==> src/hw/rtl/tsqb_pkg.sv <==
// Shared constants and types of the threshold select quintic blend pipeline.
`default_nettype none

package tsqb_pkg;

    localparam int FRAC_BITS = 16;
    localparam int DATA_W = 32;
    localparam int EXT_W = DATA_W + 2;
    localparam int DEN_W = DATA_W + 1;
    localparam int T_W = FRAC_BITS + 1;
    localparam int P_W = FRAC_BITS + 4;
    localparam int PROD_W = T_W + 1 + DEN_W;
    localparam int DIV_STAGES = T_W;

    localparam int POLY_A = 6;
    localparam int POLY_B = 15;
    localparam int POLY_C = 10;

    typedef logic signed [DATA_W-1:0] t_sample;
    typedef logic signed [DEN_W-1:0] t_diff;
    typedef logic [T_W-1:0] t_frac;

    localparam t_frac ONE = {1'b1, {FRAC_BITS{1'b0}}};
    localparam t_sample SAT_MAX = {1'b0, {(DATA_W-1){1'b1}}};
    localparam t_sample SAT_MIN = {1'b1, {(DATA_W-1){1'b0}}};

    typedef struct packed {
        t_sample low;
        t_diff   diff;
    } t_src;

endpackage

`default_nettype wire

==> src/hw/rtl/tsqb_div.sv <==
// Pipelined restoring divider that produces the band position one bit per stage.
`default_nettype none

module tsqb_div import tsqb_pkg::*; (
    input  wire logic             i_clk,
    input  wire logic             i_rst_n,
    input  wire logic             i_en,
    input  wire logic             i_valid,
    input  wire logic [DEN_W-1:0] i_num,
    input  wire logic [DEN_W-1:0] i_den,
    input  wire t_src             i_src,
    output logic                  o_valid,
    output t_frac                 o_t,
    output t_src                  o_src
);

    logic             r_valid [DIV_STAGES];
    logic [DEN_W-1:0] r_rem   [DIV_STAGES];
    logic [DEN_W-1:0] r_den   [DIV_STAGES];
    t_frac            r_quo   [DIV_STAGES];
    t_src             r_src   [DIV_STAGES];

    for (genvar k = 0; k < DIV_STAGES; k++) begin : g_stage
        logic [DEN_W:0] trial;
        logic [DEN_W-1:0] den_in;
        t_frac quo_in;
        t_src src_in;
        logic valid_in;
        logic fits;
        logic [DEN_W-1:0] n_rem;
        t_frac n_quo;

        if (k == 0) begin : g_first
            assign trial = {1'b0, i_num};
            assign den_in = i_den;
            assign quo_in = '0;
            assign src_in = i_src;
            assign valid_in = i_valid;
        end else begin : g_next
            assign trial = {r_rem[k-1], 1'b0};
            assign den_in = r_den[k-1];
            assign quo_in = r_quo[k-1];
            assign src_in = r_src[k-1];
            assign valid_in = r_valid[k-1];
        end

        assign fits = trial >= {1'b0, den_in};
        assign n_rem = fits ? DEN_W'(trial - {1'b0, den_in}) : trial[DEN_W-1:0];
        assign n_quo = {quo_in[T_W-2:0], fits};

        always_ff @(posedge i_clk) begin
            if (!i_rst_n) begin
                r_valid[k] <= 1'b0;
            end else if (i_en) begin
                r_valid[k] <= valid_in;
            end
        end

        always_ff @(posedge i_clk) begin
            if (i_en) begin
                r_rem[k] <= n_rem;
                r_den[k] <= den_in;
                r_quo[k] <= n_quo;
                r_src[k] <= src_in;
            end
        end
    end

    assign o_valid = r_valid[DIV_STAGES-1];
    assign o_t = r_quo[DIV_STAGES-1];
    assign o_src = r_src[DIV_STAGES-1];

endmodule

`default_nettype wire

==> config.mk <==
export PLATFORM = sky130hd
export DESIGN_NAME = tsqb_div
export DESIGN_NICKNAME = d
export VERILOG_FILES = /design/src/hw/rtl/tsqb_pkg.sv /design/src/hw/rtl/tsqb_div.sv
export SDC_FILE = /design/constraint.sdc
export NUM_CORES = 2
export LEC_CHECK = 0
export ABC_AREA = 1
export BUFFER_PORTS_ARGS = -buffer_cell sky130_fd_sc_hd__buf_2
export CORE_ASPECT_RATIO = 0.8
export CORE_MARGIN = 3
export CORE_UTILIZATION = 44
export CTS_CLUSTER_SIZE = 24
export DETAILED_ROUTE_END_ITERATION = 10
export PLACE_DENSITY = 0.65
export SLEW_MARGIN = 0
export SYNTH_ARGS = -nofsm -noshare
export SYNTH_HDL_FRONTEND = slang
export SYNTH_SLANG_ARGS = --single-unit
==> constraint.sdc <==
create_clock -name i_clk -period 3.5 [get_ports i_clk]
set_input_delay 1.05 -clock i_clk [delete_from_list [all_inputs] [get_ports i_clk]]
set_output_delay 1.05 -clock i_clk [all_outputs]
set_load 0.02 [all_outputs]
==> results.ini <==
[timing]
period_minus_slack_ns = 3.056
grt_setup_unrepaired = no
post-route-period-util_pct = 87.31
finalSetupViolCount = 0
hold_ws_ns = 0.3109
relSlewSlack_pct = 31.32
max_slew.worst_pin.slew_ns = 1.028
report.final.slew_viol_count = 0
fmax_mhz = 327.2
finalHoldViolations = 0
tns_ns = 0
finClkSkew_ns = 0.06556

[place]
place_hpwl_mm = 253.6
gp_congestion = 0.9601
port_buffers = 217

[cts]
clk_latency_ns = 0.91
cts_hold_buf = 0
cts_max_level = 4
root_buffer = clkbuf_16
cts_tree = built
cts-buffers-inserted = 241
postCtsSetupBuffers = 0
cts.path.max_buffers = 4
post_cts_resized = 0
path_clk_slew_ns = 0.06
cts_sinks = 2331

[logic_synthesis]
synth_cells = 13500
synth_top_family_by_area = simple AND/OR/NAND/NOR gates
synthSimpleGateAreaFrac_pct = 24.09
synth_compound_area_share_pct = 1.664
ys_warn_count = 0
yosys.cell_count.top_type = nand2_1
yosys.area_share.adder_pct = 6.006
syn_avg_cell_area_um2 = 9.037
syn_nets = 14210
synth_xor_area_share_pct = 1.637
ys_seq_area_share_pct = 57.36
ys_top_cells_by_area = edfxtp_1 57%, nand2_1 16%, inv_1 8.3%, ha_1 5.7%, nand3_1 2.7%
ys_top_cells_by_count = 5188 x nand2_1, 2691 x inv_1, 2330 x edfxtp_1
synthesis.area_um2 = 122000
synth_top_area_share_pct = 57.35
synth_cell_type_count = 42
synth_edf_count = 2330
synthMuxAreaShare_pct = 0
ys.flop_type = edfxtp_1
ys_ff_latch = 2331
async_reset_ff_share_pct = 0
synth_area_leader_cell = edfxtp_1

[global_routing]
gr-total-overflow = 0
antenna_found_initial = 13
grt_max_degree = 125
grt_pass1_vias = 79100
grt_pass1_wl_mm = 486.5
grtUsageTotal_pct = 22.44

[cells_and_area]
multi_input_area_um2 = 40740
drive_gt1_share_pct = 6.523
n_fill_cell = 25850
fin_util_pct = 49.41
area_growth_syn_to_layout_pct = 11.46
nets = 14680
seqCellArea_um2 = 69990

[floorplanning]
die_h_um = 477.0
die_area_um2 = 283700
rows = 172
core_um2 = 275200
start_util_pct = 44.33
die_w_um = 594.7
ios = 218

[pwr]
power_density_nw_per_um2 = 818.1
p_sw_share_pct = 40.61
ir_drop_v = 0.0004858
switchingPower_mw = 45.18
internal_power_mw = 66.07
comb_power_share_pct = 40.2
p_seq_share_pct = 36.5
clockPowerShare_pct = 23.2
p_leak_nw = 65.31
power_mw = 111.2

[job]
drv_cap = 0

[critical_path]
cp-end-kind = flop
start_kind = flop
crit_path_max_fanout = 34
arrival_ns = 3.67
worst-setup-path-type = reg2reg
worstPathRequired_ns = 4.11

[routing]
wire_per_inst_um = 18.25
firstDrtPassIters = 6
viasPerCell = 4.881
drcViolationCount = 0
ant_nets = 0
vias = 87000
drtIter0Drc = 9241
wl_mm = 325.4

[worst_hold_path]
hold_path_class = in2reg

[run_status]
outcome = complete, no violations

## path summary, 6_finish.rpt
kind | startpoint | cells after the start | slack, ns | end
max reg2reg | r_rem[0][451] | 12 | 0.44 | r_rem[0][470]
min | i_src[3] | 1 | 0.31 | r_src[0][3]
min reg2reg | r_src[0][629] | 0 | 0.39 | r_src[0][694]
max | r_rem[0][451] | 12 | 0.44 | r_rem[0][470]
## placed cells by master (no fill, tap or decap), types with 26 or more instances in the layout
cell,count
a21oi_1,342
and2_1,104
buf_12,37
buf_2,216
buf_4,89
bufinv_16,29
clkbuf_1,31
clkbuf_16,243
clkinv_1,40
clkinv_2,44
edfxtp_1,2330
ha_1,560
inv_1,2691
inv_2,38
nand2_1,5188
nand2_2,28
nand3_1,651
nand3_2,26
nand3b_1,144
nand4_1,51
nor2_1,693
nor2_2,46
nor3_1,100
o21ai_0,36
or2_2,38
xor2_1,224
## final cells by class
cell class              instances  area share (%)
diodes                          5        0.009201
clock buffers                 274           4.557
clock inverters               162           1.261
inverters                    2734           7.556
multi-input cells            8323           29.96
flip-flops and latches       2331           51.47
well taps                    3654           3.362
repair buffers                342           1.831
## per-layer routing
metal  routed length [um]  GRT usage (%)
met1               162100          35.93
met2               124200          29.75
met3                32130          5.969
met4                 6808          4.840
met5                   48              0
## flip-flops by register name, summed over array words and instances (netlist names)
name,flops
r_den,528
r_quo,153
r_rem,528
r_src,1105
r_valid,17
## kinds of logic after synthesis
kind of cell,count (synthesis)
AO/OA/AOI/OAI,394
XOR/XNOR,228
adder cells (fa/ha/maj),576
buffers and inverters,2846
flip-flops,2331
AND/OR/NAND/NOR,7125
## through the flow
step                setup slack (ns)  std cells  cell area, um2
floorplan                     0.8041      13500          122000
global placement              0.3146      17380          128100
detailed placement            0.2950      17380          128100
CTS                           0.4864      17820          136000
global route                  0.2138      17820          136000
finish                        0.4442      17830          136000
## power groups by stage
stage,combinational (mW),sequential [mW],clock (mW)
after floorplan,31.6,39.1,0
after global placement,43.5,41.1,0
after detailed placement,43.8,41.1,0
after CTS,44.0,40.5,26.7
after global routing,50.3,40.9,27.8
final,44.8,40.6,25.9
## worst max-delay path, stage by stage, from the launching register on
cell and delay (ns):
edfxtp_1 0.48, ha_1 0.41, nand2_1 0.16, nor2_1 0.10
nand2_1 0.09, nor2_1 0.06, nand3_1 0.09, nand3_1 0.11
nor2_4 0.79, nand2_4 0.13, buf_12 0.22, nand2_1 0.07
nand2_1 0.06
Note: power is estimated with default switching activity, not from simulation.
