==> src/hw/rtl/tsqb_pkg.sv <==
// Shared constants and types of the threshold select quintic blend pipeline.
`default_nettype none

package tsqb_pkg;

    localparam int FRAC_BITS = 16;
    localparam int DATA_W = 32;
    localparam int EXT_W = DATA_W + 2;
    localparam int DEN_W = DATA_W + 1;
    localparam int T_W = FRAC_BITS + 1;
    localparam int P_W = FRAC_BITS + 4;
    localparam int PROD_W = T_W + 1 + DEN_W;
    localparam int DIV_STAGES = T_W;

    localparam int POLY_A = 6;
    localparam int POLY_B = 15;
    localparam int POLY_C = 10;

    typedef logic signed [DATA_W-1:0] t_sample;
    typedef logic signed [DEN_W-1:0] t_diff;
    typedef logic [T_W-1:0] t_frac;

    localparam t_frac ONE = {1'b1, {FRAC_BITS{1'b0}}};
    localparam t_sample SAT_MAX = {1'b0, {(DATA_W-1){1'b1}}};
    localparam t_sample SAT_MIN = {1'b1, {(DATA_W-1){1'b0}}};

    typedef struct packed {
        t_sample low;
        t_diff   diff;
    } t_src;

endpackage

`default_nettype wire

==> src/hw/rtl/tsqb_blend.sv <==
// Blend multiply, floor, saturation and the two-entry output buffer.
`default_nettype none

module tsqb_blend import tsqb_pkg::*; (
    input  wire logic  i_clk,
    input  wire logic  i_rst_n,
    input  wire logic  i_valid,
    input  wire t_frac i_s,
    input  wire t_src  i_src,
    input  wire logic  i_stall,
    output logic       o_en,
    output logic       o_valid,
    output t_sample    o_result_value
);

    logic signed [PROD_W-1:0] n_prod;
    logic signed [PROD_W-1:0] scaled;
    logic signed [EXT_W-1:0] sum;
    t_sample n_result;
    logic push;
    logic pop;
    logic [1:0] n_count;

    logic r_valid;
    logic signed [PROD_W-1:0] r_prod;
    t_sample r_low;
    t_sample r_buf [2];
    logic r_wr_ptr;
    logic r_rd_ptr;
    logic [1:0] r_count;

    always_comb begin
        n_prod = $signed({1'b0, i_s}) * i_src.diff;
        scaled = r_prod >>> FRAC_BITS;
        sum = EXT_W'(r_low) + scaled[EXT_W-1:0];
        if (sum > EXT_W'(SAT_MAX)) begin
            n_result = SAT_MAX;
        end else if (sum < EXT_W'(SAT_MIN)) begin
            n_result = SAT_MIN;
        end else begin
            n_result = sum[DATA_W-1:0];
        end
    end

    assign o_en = (r_count != 2'd2);
    assign push = o_en && r_valid;
    assign pop = o_valid && !i_stall;
    assign n_count = r_count + 2'(push) - 2'(pop);

    always_ff @(posedge i_clk) begin
        if (!i_rst_n) begin
            r_valid <= 1'b0;
            r_wr_ptr <= 1'b0;
            r_rd_ptr <= 1'b0;
            r_count <= '0;
        end else begin
            if (o_en) begin
                r_valid <= i_valid;
            end
            if (push) begin
                r_wr_ptr <= !r_wr_ptr;
            end
            if (pop) begin
                r_rd_ptr <= !r_rd_ptr;
            end
            r_count <= n_count;
        end
    end

    always_ff @(posedge i_clk) begin
        if (o_en) begin
            r_prod <= n_prod;
            r_low <= i_src.low;
        end
        if (push) begin
            r_buf[r_wr_ptr] <= n_result;
        end
    end

    assign o_valid = (r_count != 2'd0);
    assign o_result_value = r_buf[r_rd_ptr];

endmodule

`default_nettype wire

==> config.mk <==
export PLATFORM = sky130hd
export DESIGN_NAME = tsqb_blend
export DESIGN_NICKNAME = d
export VERILOG_FILES = /design/src/hw/rtl/tsqb_pkg.sv /design/src/hw/rtl/tsqb_blend.sv
export SDC_FILE = /design/constraint.sdc
export NUM_CORES = 2
export LEC_CHECK = 0
export BUFFER_PORTS_ARGS = -buffer_cell sky130_fd_sc_hd__buf_2
export CAP_MARGIN = 20
export CORE_MARGIN = 2
export CORE_UTILIZATION = 55
export DETAILED_ROUTE_END_ITERATION = 10
export PLACE_DENSITY = 0.72
export SYNTH_ARGS = -nofsm -noshare
export SYNTH_HDL_FRONTEND = slang
export SYNTH_SLANG_ARGS = --single-unit
==> constraint.sdc <==
create_clock -name i_clk -period 6.2 [get_ports i_clk]
set_input_delay 0.62 -clock i_clk [delete_from_list [all_inputs] [get_ports i_clk]]
set_output_delay 0.62 -clock i_clk [all_outputs]
set_load 0.005 [all_outputs]
==> metrics <==
reg-to-reg slack, setup 1.85 ns; multi-input logic area 19,300 um^2; Post-Syn Nets 3,382; CP bufs+invs 5; Via density 5.25; number of global-route vias before repair 20,000; Post-Syn Area 25,700 um^2; Post-Synthesis Cells 2,617; Critical Path Sink Type flip-flop; Clock Path Buffers 2; CTS tree built; vias 18,700; area leader, netlist fa_1; antenna-violating nets left 0; Post-Route WL 63,700 um; EDFF count, synth 130; maximum clock rate 0.163 GHz; Worst path slowest cell fa_1; simple-gate share of the synthesized area 14.6%; largest family of logic cells by synthesized area adder cells; period utilisation layout 99.0%; First DRT Iteration DRCs 1,186; fin crit period 6.14 ns; die area 48,400 um^2; CP Cell Sequence clkbuf_4, and2_4, fa_1, inv_2, fa_1, fa_1, inv_2, fa_1, fa_1, inv_1, fa_1, inv_1, ha_4, a21oi_4, o211ai_1, a211oi_2, nor3_2, o211a_1, o21a_1, or2_1, a311o_1, xor2_1; share of layout cells above drive strength 1 20.3%; fin nets 3,708; complex-gate fraction of the synthesized area 6.25%; post-synthesis mux area share 1.44%; Post-Synth XOR/XNOR Area 2.69%; Main synth FF type edfxtp_1; Ports 120; GP Congestion 0.942; Yosys reg bits 136; Worst path most repeated cell fa_1; Synth Area in Adders 48.6%; Max Cap Violations 0; Final Hold Violating Endpoints 0; die height 220 um; DR WL/cell 17.9 um; sequential share of the synthesized area 15.7%; synthesized area per cell 9.82 um^2; # rows 79; Synth warnings 0; fraction of registers with async set/reset 0%; setup TNS 0 ns; CP peak stage delay 0.57 ns; CTS Root Cell clkbuf_16; register area 4020 um^2; CTS Buf Count 17; Yosys top cell area share 41.3%; class of the worst hold path in2reg; WP data required 6.37 ns; CP Max Fanout 5; Synth area leaders fa_1 (41%), edfxtp_1 (15%), inv_1 (9.1%), and2_1 (8.1%), ha_1 (7.3%); PortBufs 119; final slew viol count 0; RSZ-0062 raised after global routing true; CP Launch Type primary input; core area 46,400 um^2; Residual DRC 0; clk_skew 0.0109 ns; relative slew slack 33.4%; first-pass GRT wire length 102,000 um; Area growth syn-to-layout 18.2%; n_diodes 0; largest net degree at the start of global routing 71; Total GRT Usage 26.9%; grt total ovfl 0; Die Wd 220 um; final setup vio count 0; worst skew pair latency 0.42 ns; Post-DP HPWL 53,600 um; library cells used by synthesis 67; htree depth 4; Final Util 65.5%; critical path arrival 6.30 ns; critical setup path kind in2reg; hold buffers post-CTS 0; cell family with most CP delay adder cells; CTS clk-pin slew, worst paths 0.06 ns; Pre-antenna DRT Iters 5; number of fill cells in the layout 3,621; Slew @ Worst Pin 0.999 ns; CTS sink count 136; antenna violations before repair 0; status finished clean; Initial Utilization 55.4%
stage by stage:
stage | std cells | hold slack [ns] | worst slack, ns | instance area [um^2]
global route | 3563 | 0.354 | -0.114 | 30400
global placement | 3514 | 0.522 | -0.659 | 29000
finish | 3563 | 0.371 | 0.0647 | 30400
floorplan | 2617 | 0.497 | -0.163 | 25800
CTS | 3551 | 0.355 | 0.00553 | 29800
detailed placement | 3514 | 0.528 | -0.774 | 29000
flip-flops by register name, summed over array words and instances (netlist names), named ones only:
| signal | count |
|---|---|
| r_valid | 1 |
| r_prod | 34 |
| r_buf | 64 |
| r_low | 32 |
| r_rd_ptr | 1 |
| r_wr_ptr | 1 |
| r_count | 2 |
synth_stat cells (3+ instances only):
cell type,n
buf_2,5
ha_1,149
mux2_2,32
a21oi_1,91
nand3_1,18
and4_1,4
or3_1,4
a21oi_2,4
nand4_1,10
o211ai_1,3
dfxtp_1,6
nor2_1,37
o21ai_1,4
buf_1,4
o22ai_1,3
fa_1,530
a31oi_1,3
a21o_1,31
o31ai_1,3
nor3_1,11
a211o_1,3
nor2b_1,11
xor2_1,32
xnor2_1,45
clkbuf_1,89
a221o_1,4
buf_4,3
nand2_1,266
inv_1,624
and3_1,14
a211oi_1,10
o21ai_2,4
o21ai_0,28
o21a_1,8
and2_1,333
edfxtp_1,130
nand2b_1,5
o21bai_1,12
or2_2,5
final timing paths:
kind                                  from      endpoint  cells after the start
worst min register to register     r_valid       r_valid                      2
worst max register to register  r_prod[16]  r_buf[1][26]                     11
worst min-delay path             i_src[61]     r_low[28]                      1
worst max-delay path             i_src[11]    r_prod[41]                     22
cells by family after synthesis:
family | after synthesis
buffers and inverters | 727
adder cells (fa/ha/maj) | 679
AO/OA/AOI/OAI | 240
flip-flops | 136
multiplexers | 33
AND/OR/NAND/NOR | 724
XOR/XNOR | 78
layer usage:
layer	global-route usage, %	wire, um
met1	38.1	27800
met3	3.69	4320
met4	5.15	1150
met2	45.0	30400
met5	0	0
layout make-up:
| cell class | instances | share of cell area (%) |
|---|---|---|
| clock buffer | 18 | 1.41 |
| clock inverter | 14 | 0.655 |
| inverter | 624 | 7.72 |
| multi-input combinational | 1754 | 63.6 |
| sequential | 136 | 13.3 |
| tap | 607 | 2.50 |
| timing repair buffer | 410 | 10.9 |
cell usage in the layout, fill, tap and decap left out, types with 11 or more instances in the layout:
master / instances
buf_2: 92
nand3_1: 18
o21bai_1: 12
inv_2: 12
mux2_2: 32
buf_12: 24
ha_1: 139
o21ai_0: 25
nor2b_1: 11
clkbuf_16: 20
buf_4: 265
fa_1: 497
nor2_1: 33
and2_4: 17
a21o_1: 31
a21oi_1: 82
and3_1: 14
xnor2_1: 45
xor2_1: 32
fa_2: 33
nand2_1: 260
inv_1: 612
edfxtp_1: 130
and2_1: 316
buf_6: 15
repair_timing:
action                     in CTS  in global routing
setup buffers                   5                  9
gates resized for setup        27                130
pin swaps                       8                 60
cloned                          0                  3
setup endpoints to repair      15                 17
Power is left out: the tool's default activity adds up to more than one toggle a clock period on the data nets, which glitch-free logic cannot reach.
