### src/hw/rtl/tsqb_pkg.sv
// Shared constants and types of the threshold select quintic blend pipeline.
`default_nettype none

package tsqb_pkg;

    localparam int FRAC_BITS = 16;
    localparam int DATA_W = 32;
    localparam int EXT_W = DATA_W + 2;
    localparam int DEN_W = DATA_W + 1;
    localparam int T_W = FRAC_BITS + 1;
    localparam int P_W = FRAC_BITS + 4;
    localparam int PROD_W = T_W + 1 + DEN_W;
    localparam int DIV_STAGES = T_W;

    localparam int POLY_A = 6;
    localparam int POLY_B = 15;
    localparam int POLY_C = 10;

    typedef logic signed [DATA_W-1:0] t_sample;
    typedef logic signed [DEN_W-1:0] t_diff;
    typedef logic [T_W-1:0] t_frac;

    localparam t_frac ONE = {1'b1, {FRAC_BITS{1'b0}}};
    localparam t_sample SAT_MAX = {1'b0, {(DATA_W-1){1'b1}}};
    localparam t_sample SAT_MIN = {1'b1, {(DATA_W-1){1'b0}}};

    typedef struct packed {
        t_sample low;
        t_diff   diff;
    } t_src;

endpackage

`default_nettype wire

### src/hw/rtl/tsqb_quintic.sv
// Three-stage quintic smoothstep evaluation of the band position.
`default_nettype none

module tsqb_quintic import tsqb_pkg::*; (
    input  wire logic  i_clk,
    input  wire logic  i_rst_n,
    input  wire logic  i_en,
    input  wire logic  i_valid,
    input  wire t_frac i_t,
    input  wire t_src  i_src,
    output logic       o_valid,
    output t_frac      o_s,
    output t_src       o_src
);

    logic [2*T_W-1:0] square;
    logic [2*T_W-1:0] cube;
    logic [P_W:0] poly_pos;
    logic [P_W:0] poly_neg;
    logic [T_W+P_W-1:0] blend_prod;
    logic [T_W+P_W-FRAC_BITS-1:0] blend_shift;
    t_frac n_t2;
    t_frac n_t3;
    logic [P_W-1:0] n_p;
    t_frac n_s;

    logic r_valid1;
    logic r_valid2;
    logic r_valid3;
    t_frac r_t1;
    t_frac r_t2;
    t_frac r_t3;
    logic [P_W-1:0] r_p;
    t_frac r_s;
    t_src r_src1;
    t_src r_src2;
    t_src r_src3;

    always_comb begin
        square = (2*T_W)'(i_t) * (2*T_W)'(i_t);
        n_t2 = square[FRAC_BITS +: T_W];

        cube = (2*T_W)'(r_t2) * (2*T_W)'(r_t1);
        n_t3 = cube[FRAC_BITS +: T_W];
        poly_pos = (P_W+1)'(r_t2) * (P_W+1)'(POLY_A) + (P_W+1)'(ONE) * (P_W+1)'(POLY_C);
        poly_neg = (P_W+1)'(r_t1) * (P_W+1)'(POLY_B);
        n_p = (poly_pos > poly_neg) ? P_W'(poly_pos - poly_neg) : '0;

        blend_prod = (T_W+P_W)'(r_t3) * (T_W+P_W)'(r_p);
        blend_shift = blend_prod[T_W+P_W-1:FRAC_BITS];
        n_s = (blend_shift > (T_W+P_W-FRAC_BITS)'(ONE)) ? ONE : blend_shift[T_W-1:0];
    end

    always_ff @(posedge i_clk) begin
        if (!i_rst_n) begin
            r_valid1 <= 1'b0;
            r_valid2 <= 1'b0;
            r_valid3 <= 1'b0;
        end else if (i_en) begin
            r_valid1 <= i_valid;
            r_valid2 <= r_valid1;
            r_valid3 <= r_valid2;
        end
    end

    always_ff @(posedge i_clk) begin
        if (i_en) begin
            r_t1 <= i_t;
            r_t2 <= n_t2;
            r_src1 <= i_src;
            r_t3 <= n_t3;
            r_p <= n_p;
            r_src2 <= r_src1;
            r_s <= n_s;
            r_src3 <= r_src2;
        end
    end

    assign o_valid = r_valid3;
    assign o_s = r_s;
    assign o_src = r_src3;

endmodule

`default_nettype wire

### config.mk
export PLATFORM = sky130hd
export DESIGN_NAME = tsqb_quintic
export DESIGN_NICKNAME = d
export VERILOG_FILES = /design/src/hw/rtl/tsqb_pkg.sv /design/src/hw/rtl/tsqb_quintic.sv
export SDC_FILE = /design/constraint.sdc
export NUM_CORES = 2
export LEC_CHECK = 0
export ABC_AREA = 1
export BUFFER_PORTS_ARGS = -buffer_cell sky130_fd_sc_hd__buf_4
export CAP_MARGIN = 5
export CELL_PAD_IN_SITES_DETAIL_PLACEMENT = 1
export CELL_PAD_IN_SITES_GLOBAL_PLACEMENT = 1
export CORE_ASPECT_RATIO = 0.75
export CORE_MARGIN = 3
export CORE_UTILIZATION = 30
export CTS_CLUSTER_DIAMETER = 50
export DETAILED_ROUTE_END_ITERATION = 7
export MAX_ROUTING_LAYER = met4
export PLACE_DENSITY = 0.62
export SETUP_SLACK_MARGIN = 0.05
export SLEW_MARGIN = 20
export SYNTH_ARGS = -nofsm -noshare
export SYNTH_HDL_FRONTEND = slang
export SYNTH_SLANG_ARGS = --single-unit
### constraint.sdc
create_clock -name i_clk -period 5.9 [get_ports i_clk]
set_input_delay 0.295 -clock i_clk [delete_from_list [all_inputs] [get_ports i_clk]]
set_output_delay 0.295 -clock i_clk [all_outputs]
set_load 0.03 [all_outputs]
==> flow_summary_export.csv <==
group,metric,value,unit
timing,worst_slack,-0.1429,ns
clocking,clk_pin_slew_worst_paths,0.06,ns
worst_setup_path,worstSetupPathType,"flip-flop to flip-flop",
worst_setup_path,cp.arrival,6.46,ns
worst_setup_path,path_max_fanout,15,
global_route,grt_pass1_vias,34720,
global_route,grt_pass1_wl,191500,um
global_route,grt_usage,0.1712,
drt,drt_pass1_iterations,5,
yosys,synth_area_leaders,"fa_1 34%, edfxtp_1 21%, inv_1 12%",
drt,drt_iter0_markers,1469,
yosys,syn_area,41440,um^2
layout,fillers,15980,
placed_design,dp.final_hpwl,97810,um
yosys,yosys_warnings,0,
run_status,violations,"setup timing",
clocking,clockBufferDepth,3,
timing,slew_headroom,0.3883,
floorplan,rows,117,
layout,multi_input_area,28270,um^2
worst_setup_path,crit_path_end_kind,"flip-flop",
drt,avgRoutedWirePerCell,16.53,um
yosys,yosys-top-cells-count,"1299 x inv_1, 1137 x nand2_1, 710 x fa_1",
worst_setup_path,cp-start-kind,"flip-flop",
clocking,cts_root_buf,"clkbuf_16",
drt,dr_total_vias,31380,
clocking,cts_sinks,286,
clocking,cts_tree,"done",
placed_design,portBuffers,168,
clocking,cts-buffers-inserted,40,
yosys,ys.flop_type,"edfxtp_1",
worst_hold_path,hold_depth,1,
timing,setup_viol,17,
worst_setup_path,r2r-end,"o_s[10]$_SDFFCE_PN0P_",
yosys,synth.most_common_cell,"inv_1",
yosys,synth-edff-count,283,
worst_setup_path,r2r_setup_slack,-0.14,ns
global_route,grt_util_met3,0.01970,
timing,finalHoldViolations,0,
floorplan,die_area,142700,um^2
layout,final_nets,6344,
yosys,netlist-cell-type-count,49,
layout,area_growth,22.14,%
global_route,antenna_found_initial,1,
global_route,grt.overflow.total,0,
timing,skew,0.04796,ns
layout,drive_above_1_share,0.1578,
placed_design,gp_congestion,0.8750,
worst_setup_path,reg2regPathDepth,31,
global_route,met2_usage,0.2601,
yosys,syn_area_per_cell,8.807,um^2
timing,slew_violations,0,
worst_setup_path,reg2reg_from,"r_t3[6]$_DFFE_PP_",
global_route,grt_max_degree,119,
floorplan,core-area,136400,um^2
worst_setup_path,crit_path_frequent_cell,"nand2_1",
floorplan,start_util,0.3037,
drt,drt.antenna.violating_nets,0,
floorplan,io_pins,169,
worst_setup_path,critical_path.max_stage_delay,0.56,ns
yosys,yosysTopAreaCellShare,0.3430,
yosys,yosys.area.top_type,"fa_1",
timing,grt_setup_unrepaired,"true",
worst_hold_path,min_to,"r_t1[7]$_DFFE_PP_",
worst_hold_path,min_from,"i_t[7]",
floorplan,die_w,435.2,um
clocking,clk_latency,0.60,ns
timing,finalCritPeriodShare,1.024,
placed_design,place_ws,-0.4020,ns
yosys,syn_nets,5878,
layout,ff_latch_area,8558,um^2
timing,min_period,6.043,ns
timing,hold_ws,0.07590,ns
timing,clock.fmax,165.5,MHz
yosys,ys_ff_latch,286,
worst_hold_path,hold_path.class,"input port to flip-flop",
drt,via_per_inst,4.452,
clocking,cts_max_level,2,
global_route,met1_usage,0.2512,
worst_setup_path,cp.required,6.32,ns
drt,route.detailed.drc,0,
timing,worstMarginPinSlew,0.9175,ns
global_route,busiest_layer,"met2",
flow_run,cap_violations,0,
run_status,outcome,"finished with violations",
yosys,synthCells,4705,
worst_setup_path,crit_slowest_cell,"fa_1",
yosys,yosysSeqAreaShare,0.2065,
yosys,synthArstFlopShare,0,
drt,drt_wl_total,116500,um
floorplan,die_h,327.9,um
worst max path at each step:
| stage | startpoint | end | slack, ns | cells after the start |
|---|---|---|---|---|
| after floorplan | r_t1[3]$_DFFE_PP_ | r_t3[11]$_DFFE_PP_ | 0.05 | 24 |
| after global placement | r_p[13]$_SDFFCE_PP0P_ | o_s[0]$_SDFFCE_PN0P_ | -0.33 | 29 |
| after detailed placement | r_p[13]$_SDFFCE_PP0P_ | o_s[0]$_SDFFCE_PN0P_ | -0.40 | 29 |
| after CTS | r_p[8]$_SDFFCE_PP0P_ | o_s[13]$_SDFFCE_PN0P_ | -0.16 | 32 |
| after global routing | r_t3[5]$_DFFE_PP_ | o_s[10]$_SDFFCE_PN0P_ | -0.49 | 29 |
| final | r_t3[6]$_DFFE_PP_ | o_s[10]$_SDFFCE_PN0P_ | -0.14 | 31 |
sequential cells by signal, indices dropped and copies added, names as in the netlist, 17 cells and up:
name    count
r_t1       17
o_s        17
o_src      65
r_p        20
r_t3       17
r_src1     65
r_t2       17
r_src2     65
layer usage:
layer  wire length, um  up-vias
li1                  -    14840
met1             58990    16030
met2             51360      412
met3              4714       98
met4              1456        0
met5                 0        -
repair_timing:
action,CTS,global route
buffers inserted,28,40
pin swaps,22,58
gates resized for setup,111,173
cloned,1,0
endpoints found under the setup margin,23,45
endpoints found under the hold margin,68,0
hold buffers,68,0
cells by family (layout without fill, tap and decap cells):
| logic type | Yosys count | count (layout) | synth area share |
|---|---|---|---|
| AO/OA/AOI/OAI | 333 | 333 | 0.04577 |
| XOR/XNOR | 96 | 96 | 0.02029 |
| adder cells (fa/ha/maj) | 1087 | 1087 | 0.4568 |
| buffers and inverters | 1487 | 1984 | 0.1351 |
| flip-flops | 286 | 286 | 0.2065 |
| other | 0 | 1 | 0 |
| AND/OR/NAND/NOR | 1416 | 1417 | 0.1354 |
stage by stage:
| step | area [um^2] | setup TNS, ns | std cells | utilization |
|---|---|---|---|---|
| after global placement | 46820 | -5.236 | 6840 | 0.3432 |
| after global routing | 50610 | -7.696 | 7048 | 0.3710 |
| after floorplan | 41470 | 0 | 4705 | - |
| after CTS | 49650 | -1.851 | 7010 | 0.3639 |
| final | 50610 | -1.762 | 7048 | 0.3710 |
| after detailed placement | 46820 | -6.055 | 6840 | 0.3432 |
worst max-delay path, delay by kind of cell (launching register included):
family                     cells  cell delay, ns
AOI/OAI and AO/OA              1            0.14
and+or+nand+nor               15            1.26
buffers and inverters          8            0.90
DFF                            1            0.41
adders and majority gates      7            3.14
final cells by class:
class / instances / share of cell area
Multi-Input combinational cell: 2933 / 0.5586
Sequential cell: 286 / 0.1691
Timing Repair Buffer: 605 / 0.1022
Inverter: 1305 / 0.09679
Tap cell: 1844 / 0.04559
Clock buffer: 42 / 0.01993
Clock inverter: 32 / 0.007713
Antenna cell: 1 / 0.00004944
placed cells by master, fill, tap and decap left out, types with 5 or more instances in the layout:
cell type / synthesis / routed
fa_1: 710 / 701
o21ai_1: 3 / 13
nand3b_1: 8 / 8
buf_4: 0 / 468
ha_4: 0 / 25
o21ai_0: 75 / 62
a31oi_1: 10 / 8
a21o_1: 11 / 11
edfxtp_1: 283 / 283
nand3_2: 1 / 8
nand4_1: 23 / 23
clkbuf_16: 0 / 40
nand2_2: 2 / 38
nor2_1: 136 / 119
a21oi_4: 0 / 11
xor2_1: 60 / 59
nand3_1: 62 / 55
inv_2: 6 / 28
nor3_1: 22 / 17
buf_8: 0 / 5
buf_6: 2 / 43
dlygate4sd3_1: 0 / 68
fa_2: 0 / 9
a21oi_1: 172 / 139
nor2_2: 5 / 17
ha_1: 377 / 349
xnor2_1: 36 / 34
nand2_1: 1137 / 1094
clkinv_1: 0 / 5
inv_1: 1299 / 1277
inv_6: 0 / 6
o21bai_1: 16 / 16
nor2_4: 1 / 6
nand2_4: 1 / 7
inv_8: 0 / 5
o21a_1: 9 / 9
buf_12: 0 / 21
a21oi_2: 11 / 33
Power is not shown: default switching activity piles up to over one toggle a cycle in this logic, so the estimate is an artifact.
