## config.mk

```make
export PLATFORM = sky130hd
export DESIGN_NAME = tsqb_front
export DESIGN_NICKNAME = d
export VERILOG_FILES = /design/src/hw/rtl/tsqb_pkg.sv /design/src/hw/rtl/tsqb_front.sv
export SDC_FILE = /design/constraint.sdc
export NUM_CORES = 1
export LEC_CHECK = 0
export BUFFER_PORTS_ARGS = -buffer_cell sky130_fd_sc_hd__buf_2
export CORE_ASPECT_RATIO = 0.7
export CORE_MARGIN = 2
export CORE_UTILIZATION = 58
export DETAILED_ROUTE_END_ITERATION = 10
export PLACE_DENSITY = 0.93
export SYNTH_ARGS = -nofsm -noshare
export SYNTH_HDL_FRONTEND = slang
export SYNTH_SLANG_ARGS = --single-unit
```

## constraint.sdc

```tcl
create_clock -name i_clk -period 9 [get_ports i_clk]
set_input_delay 1.8 -clock i_clk [delete_from_list [all_inputs] [get_ports i_clk]]
set_output_delay 1.8 -clock i_clk [all_outputs]
set_load 0.005 [all_outputs]
```

## src/hw/rtl/tsqb_pkg.sv

```systemverilog
// Shared constants and types of the threshold select quintic blend pipeline.
`default_nettype none

package tsqb_pkg;

    localparam int FRAC_BITS = 16;
    localparam int DATA_W = 32;
    localparam int EXT_W = DATA_W + 2;
    localparam int DEN_W = DATA_W + 1;
    localparam int T_W = FRAC_BITS + 1;
    localparam int P_W = FRAC_BITS + 4;
    localparam int PROD_W = T_W + 1 + DEN_W;
    localparam int DIV_STAGES = T_W;

    localparam int POLY_A = 6;
    localparam int POLY_B = 15;
    localparam int POLY_C = 10;

    typedef logic signed [DATA_W-1:0] t_sample;
    typedef logic signed [DEN_W-1:0] t_diff;
    typedef logic [T_W-1:0] t_frac;

    localparam t_frac ONE = {1'b1, {FRAC_BITS{1'b0}}};
    localparam t_sample SAT_MAX = {1'b0, {(DATA_W-1){1'b1}}};
    localparam t_sample SAT_MIN = {1'b1, {(DATA_W-1){1'b0}}};

    typedef struct packed {
        t_sample low;
        t_diff   diff;
    } t_src;

endpackage

`default_nettype wire

```

## src/hw/rtl/tsqb_front.sv

```systemverilog
// Input stage: band classification and divider operand setup.
`default_nettype none

module tsqb_front import tsqb_pkg::*; (
    input  wire logic             i_clk,
    input  wire logic             i_rst_n,
    input  wire logic             i_en,
    input  wire logic             i_valid,
    input  wire t_sample          i_control_value,
    input  wire t_sample          i_low_value,
    input  wire t_sample          i_high_value,
    input  wire t_sample          i_threshold_value,
    input  wire t_sample          i_falloff_value,
    output logic                  o_valid,
    output logic [DEN_W-1:0]      o_num,
    output logic [DEN_W-1:0]      o_den,
    output t_src                  o_src
);

    logic signed [EXT_W-1:0] band_pos;
    logic [DEN_W-1:0] den_band;
    logic [DEN_W-1:0] n_num;
    logic [DEN_W-1:0] n_den;
    t_src n_src;

    logic r_valid;
    logic [DEN_W-1:0] r_num;
    logic [DEN_W-1:0] r_den;
    t_src r_src;

    always_comb begin
        band_pos = EXT_W'(i_control_value) - EXT_W'(i_threshold_value)
                 + EXT_W'(i_falloff_value);
        den_band = {i_falloff_value, 1'b0};
        n_src.low = i_low_value;
        n_src.diff = DEN_W'(i_high_value) - DEN_W'(i_low_value);
        if (i_falloff_value > 32'sd0) begin
            n_den = den_band;
            if (band_pos < 0) begin
                n_num = '0;
            end else if (band_pos > $signed({1'b0, den_band})) begin
                n_num = den_band;
            end else begin
                n_num = band_pos[DEN_W-1:0];
            end
        end else begin
            n_den = DEN_W'(1);
            n_num = (i_control_value < i_threshold_value) ? '0 : DEN_W'(1);
        end
    end

    always_ff @(posedge i_clk) begin
        if (!i_rst_n) begin
            r_valid <= 1'b0;
        end else if (i_en) begin
            r_valid <= i_valid;
        end
    end

    always_ff @(posedge i_clk) begin
        if (i_en) begin
            r_num <= n_num;
            r_den <= n_den;
            r_src <= n_src;
        end
    end

    assign o_valid = r_valid;
    assign o_num = r_num;
    assign o_den = r_den;
    assign o_src = r_src;

endmodule

`default_nettype wire

```

==> impl_metrics.env, run 1 <==
export IMPL_slowest_stage="o31a_2"
export IMPL_max_freq_ghz=0.133
export IMPL_status="finished clean"
export IMPL_fin_skew_ns=0
export IMPL_row_count=41
export IMPL_dr_pass1_iters=5
export IMPL_die_w_um=166
export IMPL_final_instance_count_excl_fill=1624
export IMPL_postLayoutCoreUtil_pct=71.8
export IMPL_drive_gt1_share_pct=25.2
export IMPL_synth_top_family_by_area="adder cells"
export IMPL_avgSynthCellArea_um2=9.90
export IMPL_yosysMostFrequentCell="inv_1"
export IMPL_cts_resized=0
export IMPL_routedWlPerCell_um=18.4
export IMPL_synthSimpleGateAreaFrac_pct=10.8
export IMPL_gp_congestion=0.929
export IMPL_post_cts_setup_buffers=0
export IMPL_initial_core_util_pct=59.0
export IMPL_core_area_um2=18000
export IMPL_top_usage_layer="met2"
export IMPL_critPathBufInv=3
export IMPL_cts_sinks=132
export IMPL_seqCellArea_um2=3950
export IMPL_critical_path_startpoint_type="input port"
export IMPL_numCtsBuffers=17
export IMPL_synth_edf_count=131
export IMPL_synth_area_leaders="edfxtp_1 37%, ha_1 15%, inv_1 7.6%"
export IMPL_routed_wl_um=29900
export IMPL_rsz0062_at_grt="false"
export IMPL_leakagePower_uw=0.00657
export IMPL_yosysSeqAreaShare_pct=37.2
export IMPL_worstSkewPairLatency_ns=0.42
export IMPL_yosysTopAreaCellShare_pct=37.0
export IMPL_synthTopCellsByCount="214 x inv_1, 131 x edfxtp_1, 129 x ha_1, 97 x nor2_1, 61 x a21oi_1"
export IMPL_cap_violations=0
export IMPL_synth_distinct_cells=71
export IMPL_drc=0
export IMPL_grt_ovfl_total=0
export IMPL_worst_pin_slew_ns=1.14
export IMPL_antenna_found_initial=1
export IMPL_synthMuxAreaShare_pct=2.08
export IMPL_root_buffer="clkbuf_16"
export IMPL_syn_area_um2=10600
export IMPL_cts_reportedPaths_clkPinSlew_ns=0.06
export IMPL_fin_crit_ns=7.50
export IMPL_clock_path_buffers=2
export IMPL_holdBufCountCts=0
export IMPL_met1_usage_pct=40.8
export IMPL_synth_main_ff_cell="edfxtp_1"
export IMPL_vias=9248
export IMPL_met3_usage_pct=6.42
export IMPL_cts_tree="built"
export IMPL_grt_pass1_vias=8777
export IMPL_cellPowerDensity_nw_per_um2=204
export IMPL_critical_path_top_delay_family="compound AO/OA/AOI/OAI gates"
export IMPL_die_area_um2=19400
export IMPL_postSynthNetCount=1399
export IMPL_synthArstFlopShare_pct=0
export IMPL_min_period_over_period_pct=83.4
export IMPL_dp_cells=1591
export IMPL_yosysTopAreaCell="edfxtp_1"
export IMPL_grtUsageMet2_pct=48.9
export IMPL_dieHeight_um=117
export IMPL_critPathMaxStageDelay_ns=0.89
export IMPL_drv_slew=0
export IMPL_dp_hpwl_um=23800
export IMPL_grt_max_degree=83
export IMPL_setup_worst_path_class="input port to register"
export IMPL_vdd_ir_drop_max_v=0.000120
export IMPL_path_cells="buf_2, inv_1, fa_1, inv_1, ha_1, a21oi_1, o21a_1, a211oi_2, nor4bb_2, o41ai_2, o211ai_1, nand2_1, xor2_1, ha_1, nand4_1, or4_1, nand3b_1, nor2b_1, o31a_2, nor2_1, a22o_1"
export IMPL_arrival_ns=7.68
export IMPL_drt_iter0_markers=885
export IMPL_worstSetupEndpointType="register"
export IMPL_via_per_inst=5.69
export IMPL_setup_viol=0
export IMPL_worstPathMaxFanout=40
export IMPL_required_ns=9.18
export IMPL_hold_path_class="register to register"
export IMPL_area_growth_pct=21.7
export IMPL_relSlewSlack_pct=24.2
export IMPL_yosysWarningCount=0
export IMPL_fillers=1343
export IMPL_synth_adder_area_share_pct=21.4
export IMPL_io_buffers=295
export IMPL_synth_compound_area_share_pct=15.3
export IMPL_synthXorXnorAreaFrac_pct=4.62
export IMPL_globalRouteTotalUtil_pct=30.1
export IMPL_finalHoldViolations=0
export IMPL_multiInputGateArea_um2=5760
export IMPL_synth_cells=1073
export IMPL_ant_nets=0
export IMPL_ys_seq_elements=132
export IMPL_ios=296
export IMPL_grt_pass1_wl_um=46100
export IMPL_tns_ns=0
export IMPL_nets=1700
export IMPL_h_tree_depth=4
==> layout by cell type (no fill, tap or decap), types with 19 or more instances in the layout <==
cell type | synthesis | routed
o21a_1 | 19 | 19
nand2_1 | 29 | 29
inv_1 | 214 | 214
mux2i_1 | 21 | 21
buf_2 | 2 | 294
xnor2_1 | 37 | 37
a21o_1 | 50 | 50
nor2_1 | 97 | 97
o21ai_0 | 35 | 35
ha_1 | 129 | 129
edfxtp_1 | 131 | 131
xor2_1 | 19 | 19
a21oi_1 | 61 | 61
fa_1 | 33 | 33
==> stage by stage <==
stage	setup WS (ns)	total power, µW	hold WS, ns	instance area, µm²
2_1_floorplan	2.27	1550	0.507	10600
5_1_grt	1.08	2770	0.589	12900
6_report	1.50	2630	0.529	12900
4_1_cts	1.65	2610	0.528	12900
3_5_place_dp	1.22	1880	0.514	12300
3_3_place_gp	1.43	1840	0.491	12300
==> kinds of logic (layout without fill, tap and decap cells) <==
group | Yosys count | count (layout)
DFF | 132 | 132
and+or+nand+nor | 231 | 231
xor gates and xnor gates | 56 | 56
AOI/OAI and AO/OA | 239 | 239
buffers and inverters | 230 | 544
muxes | 22 | 22
adders and majority gates | 162 | 162
other | 1 | 2
==> path summary, 6_finish.rpt <==
path / from / endpoint / slack, ns / depth (start not counted)
setup / recovery: i_falloff_value[4] / o_num[30]$_SDFFCE_PP0P_ / 1.50 / 21
hold / removal: o_valid$_SDFFE_PN0P_ / o_valid$_SDFFE_PN0P_ / 0.53 / 2
setup reg to reg: o_valid$_SDFFE_PN0P_ / o_valid$_SDFFE_PN0P_ / 8.40 / 2
hold reg to reg: o_valid$_SDFFE_PN0P_ / o_valid$_SDFFE_PN0P_ / 0.53 / 2
==> flip-flops by register name (all words and copies together), names as in the netlist <==
| name | flops |
|---|---|
| o_src | 65 |
| o_den | 33 |
| o_num | 33 |
| o_valid | 1 |
==> metal layers <==
layer  up-vias  routed length (µm)
met5         -                   0
met4         0                 875
met3        82                2470
met2       467               13700
met1      4348               12800
li1       4351                   -
==> area by class of cell <==
type                            count  share of cell area, %
Antenna cell                        1                 0.0194
Clock buffer                       17                   3.29
Tap cell                          236                   2.28
Timing Repair Buffer              298                   11.6
Inverter                          214                   6.21
Multi-Input combinational cell    711                   44.6
Clock inverter                     15                   1.43
Sequential cell                   132                   30.6
==> where the power goes <==
group / switching (µW) / total (µW) / internal, µW
combinational: 621 / 1080 / 458
clock: 311 / 733 / 422
sequential: 30.1 / 821 / 791
total: 963 / 2630 / 1670
==> worst min-delay path: cells and delay by family (launching register included) <==
kind,cells,cell delay (ns)
muxes,1,0.12
DFF,1,0.31
and+or+nand+nor,1,0.05
No activity file was read; power rests on OpenSTA's default activity.
==> run 2, diff against run 1 <==
--- a/config.mk
+++ b/config.mk
@@ -8,9 +8,9 @@
 export BUFFER_PORTS_ARGS = -buffer_cell sky130_fd_sc_hd__buf_2
 export CORE_ASPECT_RATIO = 0.7
 export CORE_MARGIN = 2
-export CORE_UTILIZATION = 58
+export CORE_UTILIZATION = 54
 export DETAILED_ROUTE_END_ITERATION = 10
-export PLACE_DENSITY = 0.93
+export PLACE_DENSITY = 0.88
 export SYNTH_ARGS = -nofsm -noshare
 export SYNTH_HDL_FRONTEND = slang
 export SYNTH_SLANG_ARGS = --single-unit
==> constraint.sdc (replaced) <==
create_clock -name i_clk -period 7.34 [get_ports i_clk]
set_input_delay 1.468 -clock i_clk [delete_from_list [all_inputs] [get_ports i_clk]]
set_output_delay 1.468 -clock i_clk [all_outputs]
set_load 0.005 [all_outputs]
==> run 2 against run 1 <==
- global-route usage fell by 1.7 points
- via count barely moved
- first-iteration DRC count shrank 11%
- sequential power is 22% higher
- flip-flop and latch count unchanged
- combinational power is 25% higher
==> impl_metrics.env, run 2 (synthesis gave the netlist of run 1 again) <==
export IMPL_vias=9255
export IMPL_hold_path_class="register to register"
export IMPL_wl_met1_um=12800
export IMPL_worstSetupEndpointType="register"
export IMPL_cap_violations=0
export IMPL_dr_pass1_iters=8
export IMPL_whs_ns=0.524
export IMPL_ant_nets=0
export IMPL_setup_worst_path_class="input port to register"
export IMPL_antenna_found_initial=4
export IMPL_final_common_cell="buf_2"
export IMPL_drive_gt1_share_pct=25.4
export IMPL_area_growth_pct=22.4
export IMPL_initial_core_util_pct=55.7
export IMPL_wl_met3_um=2770
export IMPL_fin_crit_ns=6.84
export IMPL_nets=1703
export IMPL_largest_reg_flops=65
export IMPL_max_freq_ghz=0.146
export IMPL_top_layer="met4"
export IMPL_worst_pin_slew_ns=1.04
export IMPL_path_cells="buf_2, inv_1, fa_1, inv_1, ha_1, o211ai_1, o21a_1, a211oi_2, nor4bb_2, buf_4, o41ai_2, o211ai_1, nand2_1, xor2_1, ha_1, nand4_1, or4_1, nand3b_1, nor3_1, a21oi_1, o31a_2, buf_4, or4bb_1, nand3_1"
export IMPL_core_area_um2=19100
export IMPL_most_common_layout_cells="294 x buf_2, 214 x inv_1, 131 x edfxtp_1"
export IMPL_worstRegToRegCells=2
export IMPL_leakagePower_uw=0.00659
export IMPL_critPathMaxStageDelay_ns=0.56
export IMPL_required_ns=7.63
export IMPL_globalRouteTotalUtil_pct=28.5
export IMPL_dieHeight_um=121
export IMPL_status="finished clean"
export IMPL_cts_reportedPaths_clkPinSlew_ns=0.06
export IMPL_route_met2_wl_um=13400
export IMPL_grt_pass1_wl_um=45100
export IMPL_worstSkewPairLatency_ns=0.42
export IMPL_cp_endpoint="o_num[22]$_SDFFCE_PP0P_"
export IMPL_relSlewSlack_pct=29.9
export IMPL_grt_ovfl_total=0
export IMPL_via_per_inst=5.58
export IMPL_finalHoldViolations=0
export IMPL_drt_iter0_markers=788
export IMPL_cts_tree="built"
export IMPL_routed_wl_um=29900
export IMPL_fin_skew_ns=0
export IMPL_rrSetupSlack_ns=6.75
export IMPL_cts_sinks=132
export IMPL_grt_pass1_vias=8672
export IMPL_numCtsBuffers=17
export IMPL_arrival_ns=7.13
export IMPL_rr_endpoint="o_valid$_SDFFE_PN0P_"
export IMPL_tns_ns=0
export IMPL_post_cts_setup_buffers=0
export IMPL_dp_hpwl_um=24100
export IMPL_routedWlPerCell_um=18.0
export IMPL_drc=0
export IMPL_vdd_ir_drop_max_v=0.000156
export IMPL_worstPathMaxFanout=20
export IMPL_cellPowerDensity_nw_per_um2=249
export IMPL_ios=296
export IMPL_holdBufCountCts=0
export IMPL_startpoint="i_falloff_value[4]"
export IMPL_r2r_start="o_valid$_SDFFE_PN0P_"
export IMPL_h_tree_depth=4
export IMPL_slowest_stage="or4_1"
export IMPL_setup_viol=0
export IMPL_clock_path_buffers=2
export IMPL_rsz0062_at_grt="false"
export IMPL_min_period_over_period_pct=93.2
export IMPL_grt_max_degree=69
export IMPL_cts_resized=0
export IMPL_gp_congestion=0.943
export IMPL_die_area_um2=20800
export IMPL_io_buffers=295
export IMPL_critical_path_startpoint_type="input port"
export IMPL_root_buffer="clkbuf_16"
export IMPL_row_count=42
export IMPL_die_w_um=172
export IMPL_drv_slew=0
[run 2: metrics by stage]
step | power, µW | cells | utilization (%) | instance area, µm² | worst slack [ns]
after floorplan | 1900 | 1073 | - | 10600 | 0.944
after global placement | 2280 | 1622 | 64.9 | 12400 | 0.424
after detailed placement | 2330 | 1622 | 64.9 | 12400 | 0.281
after CTS | 3230 | 1654 | 68.1 | 13000 | 0.682
after global routing | 3420 | 1658 | 68.2 | 13000 | 0.192
final | 3240 | 1658 | 68.2 | 13000 | 0.496
[run 2: final cells by class]
class                   instances  area, µm²
flip-flops and latches        132       3950
clock inverters                15        186
clock buffers                  17        425
inverters                     214        803
repair buffers                301       1540
multi-input cells             711       5760
diodes                          4       10.0
fillers                      1555       6070
well taps                     264        330
[run 2: routing by layer]
layer,vias up,GRT usage (%)
li1,4358,-
met1,4364,39.1
met2,460,44.2
met3,73,5.90
met4,0,11.3
met5,-,0
[run 2: report_power, final]
part / internal [µW] / total (µW) / switching [µW] / leakage [µW]
Sequential: 969 / 1000 / 34.2 / 0.00128
Clock: 491 / 882 / 391 / 0.000297
Combinational: 582 / 1350 / 772 / 0.00501
Total: 2040 / 3240 / 1200 / 0.00659
[run 2: worst min-delay path by stage]
stage | slack [ns] | endpoint | cells after the start | from
after floorplan | 0.51 | o_valid$_SDFFE_PN0P_ | 2 | o_valid$_SDFFE_PN0P_
after global placement | 0.49 | o_valid$_SDFFE_PN0P_ | 2 | o_valid$_SDFFE_PN0P_
after detailed placement | 0.51 | o_valid$_SDFFE_PN0P_ | 2 | o_valid$_SDFFE_PN0P_
after CTS | 0.53 | o_valid$_SDFFE_PN0P_ | 2 | o_valid$_SDFFE_PN0P_
after global routing | 0.55 | o_valid$_SDFFE_PN0P_ | 2 | o_valid$_SDFFE_PN0P_
final | 0.52 | o_valid$_SDFFE_PN0P_ | 2 | o_valid$_SDFFE_PN0P_
[run 2: worst max-delay path: cells and delay by family]
| kind | cells | cell delay, ns |
|---|---|---|
| AND/OR/NAND/NOR | 8 | 1.87 |
| AO/OA/AOI/OAI | 7 | 1.78 |
| adder cells (fa/ha/maj) | 3 | 1.06 |
| buffers and inverters | 5 | 0.70 |
| XOR/XNOR | 1 | 0.23 |
==> run 3, diff against run 2 <==
==> constraint.sdc (replaced) <==
create_clock -name i_clk -period 7.34 [get_ports i_clk]
set_input_delay 0.367 -clock i_clk [delete_from_list [all_inputs] [get_ports i_clk]]
set_output_delay 0.367 -clock i_clk [all_outputs]
set_load 0.005 [all_outputs]
==> run 3 against run 2 <==
- combinational power decreased by 3%
- sequential power about the same
- power decreased by 1.4%
- clock skew unchanged
- count of clock-buffer cells in the layout unchanged
- maximum frequency increased by 11%
- first-iteration DRC count increased by 2.5%
- die area unchanged
- wire length decreased by 2.1%
- critical path type unchanged
==> impl_metrics.env, run 3 (synthesis gave the netlist of run 1 again) <==
export IMPL_ant_nets=0
export IMPL_most_common_layout_cells="294 x buf_2, 214 x inv_1, 131 x edfxtp_1"
export IMPL_holdBufCountCts=0
export IMPL_antenna_found_initial=5
export IMPL_rsz0062_at_grt="false"
export IMPL_h_tree_depth=4
export IMPL_via_per_inst=5.49
export IMPL_cts_tree="built"
export IMPL_row_count=42
export IMPL_dieHeight_um=121
export IMPL_relSlewSlack_pct=25.5
export IMPL_cts_sinks=132
export IMPL_initial_core_util_pct=55.7
export IMPL_dr_pass1_iters=5
export IMPL_rr_endpoint="o_valid$_SDFFE_PN0P_"
export IMPL_area_growth_pct=22.1
export IMPL_r2r_start="o_valid$_SDFFE_PN0P_"
export IMPL_routedWlPerCell_um=17.7
export IMPL_worstSetupEndpointType="register"
export IMPL_worstPathMaxFanout=40
export IMPL_root_buffer="clkbuf_16"
export IMPL_setup_worst_path_class="input port to register"
export IMPL_status="finished clean"
export IMPL_cts_reportedPaths_clkPinSlew_ns=0.07
export IMPL_core_area_um2=19100
export IMPL_ios=296
export IMPL_drc=0
export IMPL_required_ns=7.51
export IMPL_drive_gt1_share_pct=25.2
export IMPL_hold_path_class="input port to register"
export IMPL_clock_path_buffers=2
export IMPL_total_power_uw=3190
export IMPL_grt_pass1_vias=8680
export IMPL_worstSkewPairLatency_ns=0.41
export IMPL_globalRouteTotalUtil_pct=28.2
export IMPL_grt_pass1_wl_um=44900
export IMPL_hold_start="i_low_value[13]"
export IMPL_dp_cells=1619
export IMPL_final_common_cell="buf_2"
export IMPL_cap_violations=0
export IMPL_drv_slew=0
export IMPL_cellPowerDensity_nw_per_um2=246
export IMPL_hold_path_cell_count=1
export IMPL_critical_path_startpoint_type="input port"
export IMPL_leakagePower_uw=0.00656
export IMPL_fin_crit_ns=6.17
export IMPL_max_freq_ghz=0.162
export IMPL_vdd_ir_drop_max_v=0.000160
export IMPL_grt_ovfl_total=0
export IMPL_vias=9086
export IMPL_tns_ns=0
export IMPL_die_area_um2=20800
export IMPL_numCtsBuffers=17
export IMPL_cts_resized=0
export IMPL_post_cts_setup_buffers=0
export IMPL_finalHoldViolations=0
export IMPL_drt_iter0_markers=808
export IMPL_worst_pin_slew_ns=1.12
export IMPL_routed_wl_um=29200
export IMPL_hold_path_end="o_src[46]$_DFFE_PP_"
export IMPL_min_period_over_period_pct=84.1
export IMPL_worstRegToRegCells=2
export IMPL_nets=1700
export IMPL_die_w_um=172
export IMPL_arrival_ns=6.35
export IMPL_largest_reg_flops=65
export IMPL_final_instance_count_excl_fill=1655
export IMPL_grt_max_degree=76
export IMPL_dp_slack_ns=0.933
export IMPL_setup_viol=0
export IMPL_dp_hpwl_um=23500
export IMPL_layout_setup_ws_ns=1.17
export IMPL_fin_skew_ns=0
export IMPL_gp_congestion=0.931
export IMPL_io_buffers=295
export IMPL_rrSetupSlack_ns=6.75
run 3: cell count changes in the layout (fill, tap and decap cells not counted), sizes merged:
cell / before / now
inv: 223 / 222
clkinv: 4 / 5
buf: 301 / 298
run 3: layout make-up:
| cell class | instances | area [µm²] |
|---|---|---|
| Antenna cell | 4 | 10.0 |
| Clock buffer | 17 | 425 |
| Clock inverter | 15 | 184 |
| Fill cell | 1499 | 6100 |
| Inverter | 214 | 803 |
| Multi-Input combinational cell | 711 | 5760 |
| Sequential cell | 132 | 3950 |
| Tap cell | 264 | 330 |
| Timing Repair Buffer | 298 | 1510 |
run 3: stage by stage:
step | hold WS [ns] | util, % | instance area, µm²
after detailed placement | 0.511 | 64.8 | 12400
after CTS | 0.119 | 68.0 | 13000
after global placement | 0.494 | 64.8 | 12400
after global routing | 0.118 | 68.0 | 13000
final | 0.132 | 68.0 | 13000
after floorplan | 0.466 | - | 10600
run 3: routing by layer:
metal / GRT usage, % / share of wire, %
met3: 6.33 / 8.4
met5: 0 / 0
met4: 10.4 / 2.1
met1: 38.6 / 43
met2: 43.8 / 46
run 3: worst max path at each step:
| stage | start | end | slack (ns) | cells after the start |
|---|---|---|---|---|
| global route | i_falloff_value[2] | o_num[27]$_SDFFCE_PP0P_ | 0.92 | 21 |
| finish | i_falloff_value[2] | o_num[24]$_SDFFCE_PP0P_ | 1.17 | 21 |
| detailed placement | i_falloff_value[2] | o_num[24]$_SDFFCE_PP0P_ | 0.93 | 21 |
| floorplan | i_control_value[10] | o_num[11]$_SDFFCE_PP0P_ | 2.04 | 22 |
| CTS | i_falloff_value[2] | o_num[24]$_SDFFCE_PP0P_ | 1.35 | 21 |
| global placement | i_control_value[12] | o_num[30]$_SDFFCE_PP0P_ | 1.19 | 20 |
run 3: critical path, cell delays in order:
cell and delay [ns]:
buf_2 0.14, inv_1 0.11, fa_1 0.50, inv_1 0.05, ha_1 0.24, a211oi_1 0.34
o21a_1 0.26, a211oi_2 0.11, nor4bb_2 0.71, o41ai_2 0.21, o211ai_1 0.21, nand2_1 0.11
xor2_1 0.18, ha_1 0.31, nand4_1 0.11, or4_1 0.57, nand3b_1 0.21, nor2b_1 0.14
o31a_2 0.90, nor2_1 0.24, a22o_1 0.31
run 3: where the power goes:
group          internal (µW)  switching (µW)
Combinational            562             752
Clock                    489             389
Sequential               968            32.8
Total                   2020            1170
